$ cat config.mk
export PLATFORM = sky130hd
export DESIGN_NAME = battery_charge_sequencer_unit
export DESIGN_NICKNAME = d
export VERILOG_FILES = /design/src/bcs_pkg.sv /design/src/bcs_step_logic.sv /design/src/battery_charge_sequencer_unit.sv
export SDC_FILE = /design/constraint.sdc
export NUM_CORES = 1
export LEC_CHECK = 0
export ABC_AREA = 1
export BUFFER_PORTS_ARGS = -buffer_cell sky130_fd_sc_hd__buf_2
export CORE_MARGIN = 4
export CORE_UTILIZATION = 57
export CTS_CLUSTER_DIAMETER = 200
export DETAILED_ROUTE_END_ITERATION = 12
export PLACE_DENSITY_LB_ADDON = 0.2
export SETUP_SLACK_MARGIN = 0.5
export SLEW_MARGIN = 20
export SYNTH_ARGS = -nofsm -noshare
export SYNTH_HDL_FRONTEND = slang
export SYNTH_SLANG_ARGS = --single-unit
$ cat constraint.sdc
create_clock -name clk -period 2.9 [get_ports clk]
set_input_delay 0.58 -clock clk [delete_from_list [all_inputs] [get_ports clk]]
set_output_delay 0.58 -clock clk [all_outputs]
set_load 0.01 [all_outputs]
$ cat src/bcs_pkg.sv
`timescale 1ns / 1ps

package bcs_pkg;

    // Number of battery ranges that take part in the match.
    localparam int TABLE_ENTRIES = 3;

    // Charger states.
    localparam logic [2:0] ST_IDLE = 3'd0;
    localparam logic [2:0] ST_DET  = 3'd1;
    localparam logic [2:0] ST_CFG  = 3'd2;
    localparam logic [2:0] ST_CHG  = 3'd3;
    localparam logic [2:0] ST_FIN  = 3'd4;
    localparam logic [2:0] ST_FLT  = 3'd5;

    // LED codes.
    localparam logic [2:0] LED_STANDBY = 3'd0;
    localparam logic [2:0] LED_CHG     = 3'd1;
    localparam logic [2:0] LED_CHARGED = 3'd2;
    localparam logic [2:0] LED_FLT     = 3'd3;
    localparam logic [2:0] LED_KEEP    = 3'd4;

    // Buzzer commands.
    localparam logic [1:0] BUZ_KEEP = 2'd0;
    localparam logic [1:0] BUZ_ON   = 2'd1;
    localparam logic [1:0] BUZ_OFF  = 2'd2;

    // Charger commands.
    localparam logic [1:0] CCMD_NONE   = 2'd0;
    localparam logic [1:0] CCMD_SETPT  = 2'd1;
    localparam logic [1:0] CCMD_PWR_ON = 2'd2;
    localparam logic [1:0] CCMD_PWR_OFF = 2'd3;

    // Word kinds carried in tuser.
    localparam logic KIND_POLL    = 1'b0;
    localparam logic KIND_OUTCOME = 1'b1;

    // Matched-entry code for no battery.
    localparam logic [1:0] NO_ENTRY = 2'd3;

    // Reset value of the insertion threshold in decivolts.
    localparam logic [15:0] INSERT_THRESHOLD_RESET = 16'd100;

    // Battery table: low bound inclusive, high bound exclusive, set-points.
    // The last row stands for no entry and gives zero set-points.
    localparam logic [15:0] TAB_LO [4] = '{16'd100, 16'd550, 16'd680, 16'd0};
    localparam logic [15:0] TAB_HI [4] = '{16'd550, 16'd680, 16'd850, 16'd0};
    localparam logic [9:0]  TAB_V  [4] = '{10'd584, 10'd730, 10'd876, 10'd0};
    localparam logic [7:0]  TAB_I  [4] = '{8'd60, 8'd60, 8'd80, 8'd0};

    // One input word.
    typedef struct packed {
        logic        cmd;
        logic        link_ok;
        logic        link_offline;
        logic [15:0] batt_dv;
        logic        charger_fault;
        logic        charger_full;
        logic        write_ok;
    } item_t;

    // One result word.
    typedef struct packed {
        logic [1:0] battery_kind;
        logic [7:0] target_current_da;
        logic [9:0] target_volt_dv;
        logic [1:0] charger_cmd;
        logic [1:0] buzzer_cmd;
        logic [2:0] led_code;
        logic [2:0] charge_state;
    } result_t;

    // Sequencer state handed between the state registers and the step logic.
    typedef struct packed {
        logic [2:0] state;
        logic [1:0] entry;
    } seq_state_t;

endpackage

$ cat src/bcs_step_logic.sv
`timescale 1ns / 1ps

module bcs_step_logic (
    input  bcs_pkg::item_t      item,
    input  bcs_pkg::seq_state_t cur,
    input  logic [15:0]         threshold,
    output bcs_pkg::seq_state_t nxt,
    output bcs_pkg::result_t    result
);
    import bcs_pkg::*;

    logic       found;
    logic [1:0] hit_idx;
    logic       present;
    logic [2:0] led;
    logic [1:0] buz;
    logic [1:0] ccmd;

    // Range search over the battery table, first hit wins.
    always_comb
    begin
        found   = 1'b0;
        hit_idx = NO_ENTRY;
        for (int k = 0; k < TABLE_ENTRIES; k++)
        begin
            if (!found && item.batt_dv >= TAB_LO[k] && item.batt_dv < TAB_HI[k])
            begin
                found   = 1'b1;
                hit_idx = 2'(k);
            end
        end
    end

    assign present = (item.batt_dv >= threshold);

    // State transition and actuator commands for one word.
    always_comb
    begin
        nxt  = cur;
        led  = LED_KEEP;
        buz  = BUZ_KEEP;
        ccmd = CCMD_NONE;
        if (item.cmd == KIND_OUTCOME)
        begin
            if (item.write_ok)
            begin
                if (cur.state == ST_DET)
                begin
                    nxt.state = ST_CFG;
                end
                else if (cur.state == ST_CFG)
                begin
                    nxt.state = ST_CHG;
                end
            end
        end
        else if (!item.link_ok)
        begin
            led = LED_FLT;
            if (item.link_offline)
            begin
                nxt.state = ST_FLT;
                buz       = BUZ_ON;
            end
        end
        else if (item.charger_fault)
        begin
            ccmd      = CCMD_PWR_OFF;
            nxt.state = ST_FLT;
            led       = LED_FLT;
            buz       = BUZ_ON;
        end
        else
        begin
            case (cur.state)
                ST_IDLE:
                begin
                    led = LED_STANDBY;
                    if (present && found)
                    begin
                        nxt.entry = hit_idx;
                        nxt.state = ST_DET;
                    end
                end
                ST_DET:
                begin
                    ccmd = CCMD_SETPT;
                end
                ST_CFG:
                begin
                    ccmd = CCMD_PWR_ON;
                end
                ST_CHG:
                begin
                    led = LED_CHG;
                    if (item.charger_full)
                    begin
                        ccmd      = CCMD_PWR_OFF;
                        nxt.state = ST_FIN;
                    end
                end
                ST_FIN:
                begin
                    led = LED_CHARGED;
                    if (!present)
                    begin
                        nxt.state = ST_IDLE;
                        nxt.entry = NO_ENTRY;
                    end
                end
                default:
                begin
                    if (!present)
                    begin
                        buz       = BUZ_OFF;
                        nxt.state = ST_IDLE;
                        nxt.entry = NO_ENTRY;
                    end
                end
            endcase
        end
    end

    // Result word with the set-points of the entry after this word.
    always_comb
    begin
        result.charge_state      = nxt.state;
        result.led_code          = led;
        result.buzzer_cmd        = buz;
        result.charger_cmd       = ccmd;
        result.target_volt_dv    = TAB_V[nxt.entry];
        result.target_current_da = TAB_I[nxt.entry];
        result.battery_kind      = nxt.entry;
    end

endmodule

$ cat src/battery_charge_sequencer_unit.sv
`timescale 1ns / 1ps

// Battery charge sequencer. Each input word (a poll report or a charger write
// outcome) yields exactly one result word with the new charger state, LED,
// buzzer and charger command and the set-points of the matched battery. A word
// passes an input register, one level of decision logic and a result register,
// and its result word shows tvalid once it reaches the result register. One
// word per cycle is taken as long as the result side keeps tready high; the rate
// is set by the state register, updated in the cycle a word moves to the result
// register. The user must write the insertion threshold through cfg_we/cfg_wdata
// only while no word is in flight; the block itself does not enforce this.
module battery_charge_sequencer_unit (
    input  logic        clk,
    input  logic        rst_n,
    input  logic        s_axis_tvalid,
    output logic        s_axis_tready,
    // link_ok, link_offline, battery voltage[15:0], charger_fault, charger_full,
    // write_ok, zero fill
    input  logic [23:0] s_axis_tdata,
    // cmd
    input  logic [0:0]  s_axis_tuser,
    output logic        m_axis_tvalid,
    input  logic        m_axis_tready,
    // charge_state[2:0], led_code[2:0], buzzer_cmd[1:0], charger_cmd[1:0],
    // target voltage[9:0], target_current_da[7:0], battery_kind[1:0],
    // zero fill
    output logic [31:0] m_axis_tdata,
    input  logic        cfg_we,
    input  logic [15:0] cfg_wdata
);
    import bcs_pkg::*;

    logic       in_valid_reg;
    logic       in_valid_next;
    item_t      in_item_reg;
    item_t      in_item_next;
    logic       out_valid_reg;
    logic       out_valid_next;
    result_t    out_word_reg;
    result_t    out_word_next;
    seq_state_t seq_reg;
    seq_state_t seq_next;
    logic [15:0] threshold_reg;
    logic [15:0] threshold_next;
    item_t      s_item;
    seq_state_t step_nxt;
    result_t    step_result;
    logic       move;

    // Unpack the incoming word.
    assign s_item.cmd           = s_axis_tuser[0];
    assign s_item.link_ok       = s_axis_tdata[0];
    assign s_item.link_offline  = s_axis_tdata[1];
    assign s_item.batt_dv       = s_axis_tdata[17:2];
    assign s_item.charger_fault = s_axis_tdata[18];
    assign s_item.charger_full  = s_axis_tdata[19];
    assign s_item.write_ok      = s_axis_tdata[20];

    // A word moves on when the result register is free or being emptied.
    assign move          = in_valid_reg && (!out_valid_reg || m_axis_tready);
    assign s_axis_tready = !in_valid_reg || move;

    bcs_step_logic u_step (
        .item      (in_item_reg),
        .cur       (seq_reg),
        .threshold (threshold_reg),
        .nxt       (step_nxt),
        .result    (step_result)
    );

    // Next values of the pipeline, state and configuration registers.
    always_comb
    begin
        in_valid_next  = in_valid_reg;
        in_item_next   = in_item_reg;
        out_valid_next = out_valid_reg;
        out_word_next  = out_word_reg;
        seq_next       = seq_reg;
        threshold_next = threshold_reg;
        if (out_valid_reg && m_axis_tready)
        begin
            out_valid_next = 1'b0;
        end
        if (move)
        begin
            in_valid_next  = 1'b0;
            out_valid_next = 1'b1;
            out_word_next  = step_result;
            seq_next       = step_nxt;
        end
        if (s_axis_tvalid && s_axis_tready)
        begin
            in_valid_next = 1'b1;
            in_item_next  = s_item;
        end
        if (cfg_we)
        begin
            threshold_next = cfg_wdata;
        end
    end

    // Control and state registers.
    always_ff @(posedge clk or negedge rst_n)
    begin
        if (!rst_n)
        begin
            in_valid_reg  <= 1'b0;
            out_valid_reg <= 1'b0;
            seq_reg.state <= ST_IDLE;
            seq_reg.entry <= NO_ENTRY;
            threshold_reg <= INSERT_THRESHOLD_RESET;
        end
        else
        begin
            in_valid_reg  <= in_valid_next;
            out_valid_reg <= out_valid_next;
            seq_reg       <= seq_next;
            threshold_reg <= threshold_next;
        end
    end

    // Payload registers.
    always_ff @(posedge clk)
    begin
        in_item_reg  <= in_item_next;
        out_word_reg <= out_word_next;
    end

    assign m_axis_tvalid = out_valid_reg;
    assign m_axis_tdata  = {2'b00, out_word_reg};

endmodule

After elaboration in Yosys (flattened, before gate mapping)
Index checks and enable logic that the tools add are counted.
{ "op_classes": {"order_cmp": 8, "muxes": 42, "n_eq_ne": 4, "reduce_logical": 22, "bitwise_logic": 2} }
{ "ops": {"columns": ["cell", "n"], "rows": [
  ["$lt A16 B10 Y1 const B", 3],
  ["$ge A16 B10 Y1 const B", 2],
  ["$mux W3", 10],
  ["$mux W2", 12],
  ["$bmux W10 S2", 1],
  ["$mux W10", 2],
  ["$pmux W3 S3", 2],
  ["$bmux W8 S2", 1],
  ["$ge A16 B16 Y1", 1],
  ["$ge A16 B7 Y1 const B", 1],
  ["$mux W8", 2],
  ["$mux W5", 2],
  ["$logic_and A1 B1 Y1", 9],
  ["$mux W1", 8],
  ["$eq A3 B2 Y1 const B", 2],
  ["$pmux W2 S3", 1],
  ["$reduce_or A5 Y1", 1],
  ["$logic_not A1 Y1", 4],
  ["$pmux W2 S2", 1],
  ["$reduce_bool A2 Y1", 2],
  ["$reduce_or A2 Y1", 2],
  ["$eq A3 B1 Y1 const B", 1],
  ["$eq A3 B3 Y1 const B", 1],
  ["$ge A3 B3 Y1 const B", 1],
  ["5 further kinds", 6]
]} }
{ "totals": {"elab_cells": 97, "register_bits": 75, "in_bits": 46, "output_inout_bits": 34} }

Logic depth before layout (Yosys ltp)
{ "logic_depth": {"ltp_word": 21, "depth_mapped": 18, "depth_no_buf": 18} }

By module
From an unflattened synthesis, not the netlist that was laid out.
{ "unflattened": {"cells_unflattened": 390, "area_unflattened_um2": 3771.1} }
{ "modules_own_cells": {"columns": ["module", "cells_per_inst", "seq_area_each_um2", "n_inst", "area_per_inst_um2"], "rows": [
  ["battery_charge_sequencer_unit", 153, 2143.3, 1, 2474.9],
  ["bcs_step_logic", 237, 0.0, 1, 1296.2]
]} }

Worst setup path after synthesis
Ideal clock, no wire load.
{ "synth_path": {"kind": "reg2reg", "startpoint": "register threshold_reg[2]", "endpoint": "register out_word_reg, in the netlist m_axis_tdata[24], data pin", "setup_ps": 252, "t_required_ps": 2648, "arrival_ps": 1727, "slack_ps": 921, "synth_period_minus_slack_ps": 1979, "path_buffers": 0, "path_stages_with_launch": 17, "cell_sequence": "dfstp_2 > inv_1 > ha_1 > nand2_1 > inv_1 > nand2_1 > nand2_1 > nand2_1 > nand2_1 > nand2_1 > nand3_4 > a21oi_1 > nand2_1 > nand2_2 > nand2_4 > inv_4 > nand2_1"} }
{ "synth_rtl": {"columns": ["item", "line_no", "source"], "rows": [
  ["start, declared", "battery_charge_sequencer_unit.sv:43", "logic [15:0] threshold_reg;"],
  ["start signal, assigned", "battery_charge_sequencer_unit.sv:118", "threshold_reg <= threshold_next;"],
  ["end signal, assigned", "battery_charge_sequencer_unit.sv:126", "out_word_reg <= out_word_next;"],
  ["end, declared", "battery_charge_sequencer_unit.sv:39", "result_t out_word_reg;"]
]} }

==> results.tsv <==
metric	value	unit
largest net degree at the start of global routing	32	
Worst-Margin Slew	0.761	ns
crit start category	flip-flop	
Reg2Reg Setup Slack	0.73	ns
CTS Hold Bufs	0	
Compound-Gate Fraction of Synth Area	7.79	%
via count	2378	
RR Endpoint	m_axis_tdata[24]	
drt drc	0	
DRT Pass-1 Iters	4	
Top delay family on crit path	simple AND/OR/NAND/NOR gates	
main combinational cell family by area after synthesis	simple AND/OR/NAND/NOR gates	
Leakage	1.80	nW
Power Density	712	nW/um^2
CP arrival	2.27	ns
Antenna Nets Post-Route	0	
final instance area	3790	sq um
clock skew	0.00884	ns
Synth Cell Area	3240	sq um
share of layout cells above drive strength 1	30.5	%
CTS root buffer	clkbuf_8	
DPL Wire Length	4410	microns
number of global-route vias before repair	2306	
routed length per instance	12.4	microns
Max clock buf depth	2	
first-pass GRT wire length	9960	microns
Maximum Capacitance Violations	0	
CTS Buf Count	9	
Final Max Slew Viols	0	
Ant. Diodes	0	
Distinct cells, synth	40	
r2r startpoint	in_item_reg[9]	
GR Layer Usage met2	29.2	%
buffers plus inverters on the worst setup path	1	
Fmax achieved	0.461	GHz
setup TNS	0	ns
overall die height	83.4	microns
CTS tree	done	
Worst Path Max Fanout	8	
Vias/cell	4.87	
unrepaired setup endpoints after global routing	no	
nets	473	
maximum VDD drop	423	uV
period utilisation layout	74.8	%
post-route insts no fill	488	
CP Capture Type	flip-flop	
area post-placement	3560	sq um
Final Util	68.8	%
met1 usage	22.8	%
First DRT Iteration DRCs	114	
asr flop ratio synth	37.7	%
Ys Warns	0	
initial core utilization	58.9	%
CP Launch Point	in_item_reg[9]	
initial antenna violation count	0	
Worst path most repeated cell	nand2_1	
Clock transition at path regs	0.07	ns
Port Buffers	70	
Post-CTS Setup Inserts	0	
Final Setup Violations	0	
relative slew slack	49.2	%
global-route met3 utilization	7.04	%
Final Hold Fails	0	
mux cell area share after synthesis	0.347	%
Remaining Overflow, GRT	0	
Worst-Skew Late Latency	0.34	ns
Worst Path Required	3.00	ns
dpl cells	472	
die width	83.4	microns
Synth Flop Type	edfxtp_1	
clock sinks	61	
worst-path cell chain	ha_1 > nand2_1 > a21oi_1 > nor2_1 > nand2_1 > nand2_1 > nand3_4 > a21oi_1 > nand2_1 > nand2_2 > nand2_4 > inv_4 > nand2_1	
GRT Total Usage	18.1	%
H-tree levels	3	
Largest register FFs	22	
Final min period	2.17	ns
Syn Area/Cell	9.40	sq um
PostCTS Resize Cnt	0	
Post-synth EDFFs	38	
post-synthesis adder-cell area fraction	6.17	%
Multi-input gate area	1180	sq um
worst min-delay path category	in2async	
final wirelength	6030	microns
Die Footprint	6960	sq um
Final Wtd Congestion	0.868	
reg2reg path depth	13	
register area share after synthesis	53.1	%
area delta synth->final	16.9	%
global route hottest layer	met2	
Post-Syn Instances	345	
Synth Register Bits	61	
I/O pins	80	
fill count	437	
WP depth	13	
register area	1720	sq um
Core Area	5510	sq um
status	finished, final reports clean	
row count	27	
XOR/XNOR Fraction of Synth Area	0	%
Post-Synth Simple-Gate Area	21.5	%
max incr delay on CP	0.51	ns
Setup CP Type	reg2reg	
Slowest cell on crit path	edfxtp_1	
-- cell usage in the layout, fill, tap and decap left out, types with 2 or more instances in the layout --
cell type	Yosys	final
a21oi_2	2	2
dfstp_2	5	5
o211ai_1	2	2
nand3_1	12	12
nand3_2	3	3
a21oi_1	12	12
inv_4	2	2
clkbuf_8	0	9
dfrtp_1	18	18
buf_2	1	70
inv_1	47	47
a31oi_1	3	3
nand2_2	10	10
nand2_1	85	85
nor2_4	3	3
bufinv_16	0	2
o21ai_1	2	2
nor2_2	4	4
ha_1	16	16
inv_6	0	3
nor3_1	3	3
nor4_1	2	2
nor2_1	20	20
o21ai_0	17	17
edfxtp_1	38	38
conb_1	1	6
inv_2	4	4
nand2_4	2	2
-- report_power, final --
part / total [W] / internal [W] / switching, W
registers: 0.00120 / 0.00110 / 0.000101
logic: 0.000630 / 0.000229 / 0.000400
clock network: 0.000870 / 0.000498 / 0.000371
total: 0.00270 / 0.00182 / 0.000873
-- synthesized netlist by cell type, types with 5 or more instances --
library cell  count  area share (%)
edfxtp_1         38              35
dfrtp_1          18              14
nand2_1          85             9.8
ha_1             16             6.2
dfstp_2           5             4.1
inv_1            47             5.4
nand3_1          12             1.9
o21ai_0          17             2.6
nand2_2          10             1.9
nor2_1           20             2.3
a21oi_1          12             1.9
buf_4            16             3.7
-- logic make-up after synthesis --
group | Yosys count
buffers and inverters | 75
AND/OR/NAND/NOR | 148
adder cells (fa/ha/maj) | 16
AO/OA/AOI/OAI | 43
multiplexers | 1
other | 1
flip-flops | 61
-- worst max path at each step --
| stage | slack (ns) | endpoint |
|---|---|---|
| after CTS | 0.72 | m_axis_tdata[24] |
| final | 0.73 | m_axis_tdata[24] |
| after global routing | 0.54 | m_axis_tdata[24] |
| after global placement | 0.76 | m_axis_tdata[24] |
| after detailed placement | 0.75 | m_axis_tdata[24] |
| after floorplan | 0.92 | m_axis_tdata[24] |
-- through the flow --
step | hold WS, ns | worst slack (ns) | total power, W
floorplan | 0.284 | 0.921 | 0.00170
global placement | 0.476 | 0.764 | 0.00182
detailed placement | 0.477 | 0.749 | 0.00184
CTS | 0.223 | 0.722 | 0.00272
global route | 0.249 | 0.539 | 0.00286
finish | 0.227 | 0.732 | 0.00270
-- per-layer routing --
| layer | vias up | wire length, microns |
|---|---|---|
| met4 | 0 | 59 |
| met3 | 5 | 563 |
| met1 | 1058 | 2610 |
| met2 | 85 | 2800 |
| met5 | - | 0 |
| li1 | 1230 | - |
-- area by class of cell --
class,count,area share (%)
multi-input cells,214,31.2
clock inverters,7,2.77
well taps,72,2.38
flip-flops and latches,61,45.4
inverters,54,5.48
clock buffers,9,3.27
repair buffers,71,9.44
-- worst reg2reg max path, cell delays in order, from the launching register on --
cell and delay (ns):
edfxtp_1 0.51, ha_1 0.34, nand2_1 0.09, a21oi_1 0.04
nor2_1 0.10, nand2_1 0.06, nand2_1 0.09, nand3_4 0.13
a21oi_1 0.22, nand2_1 0.09, nand2_2 0.09, nand2_4 0.07
inv_4 0.06, nand2_1 0.05
No activity file was read; power rests on OpenSTA's default activity.
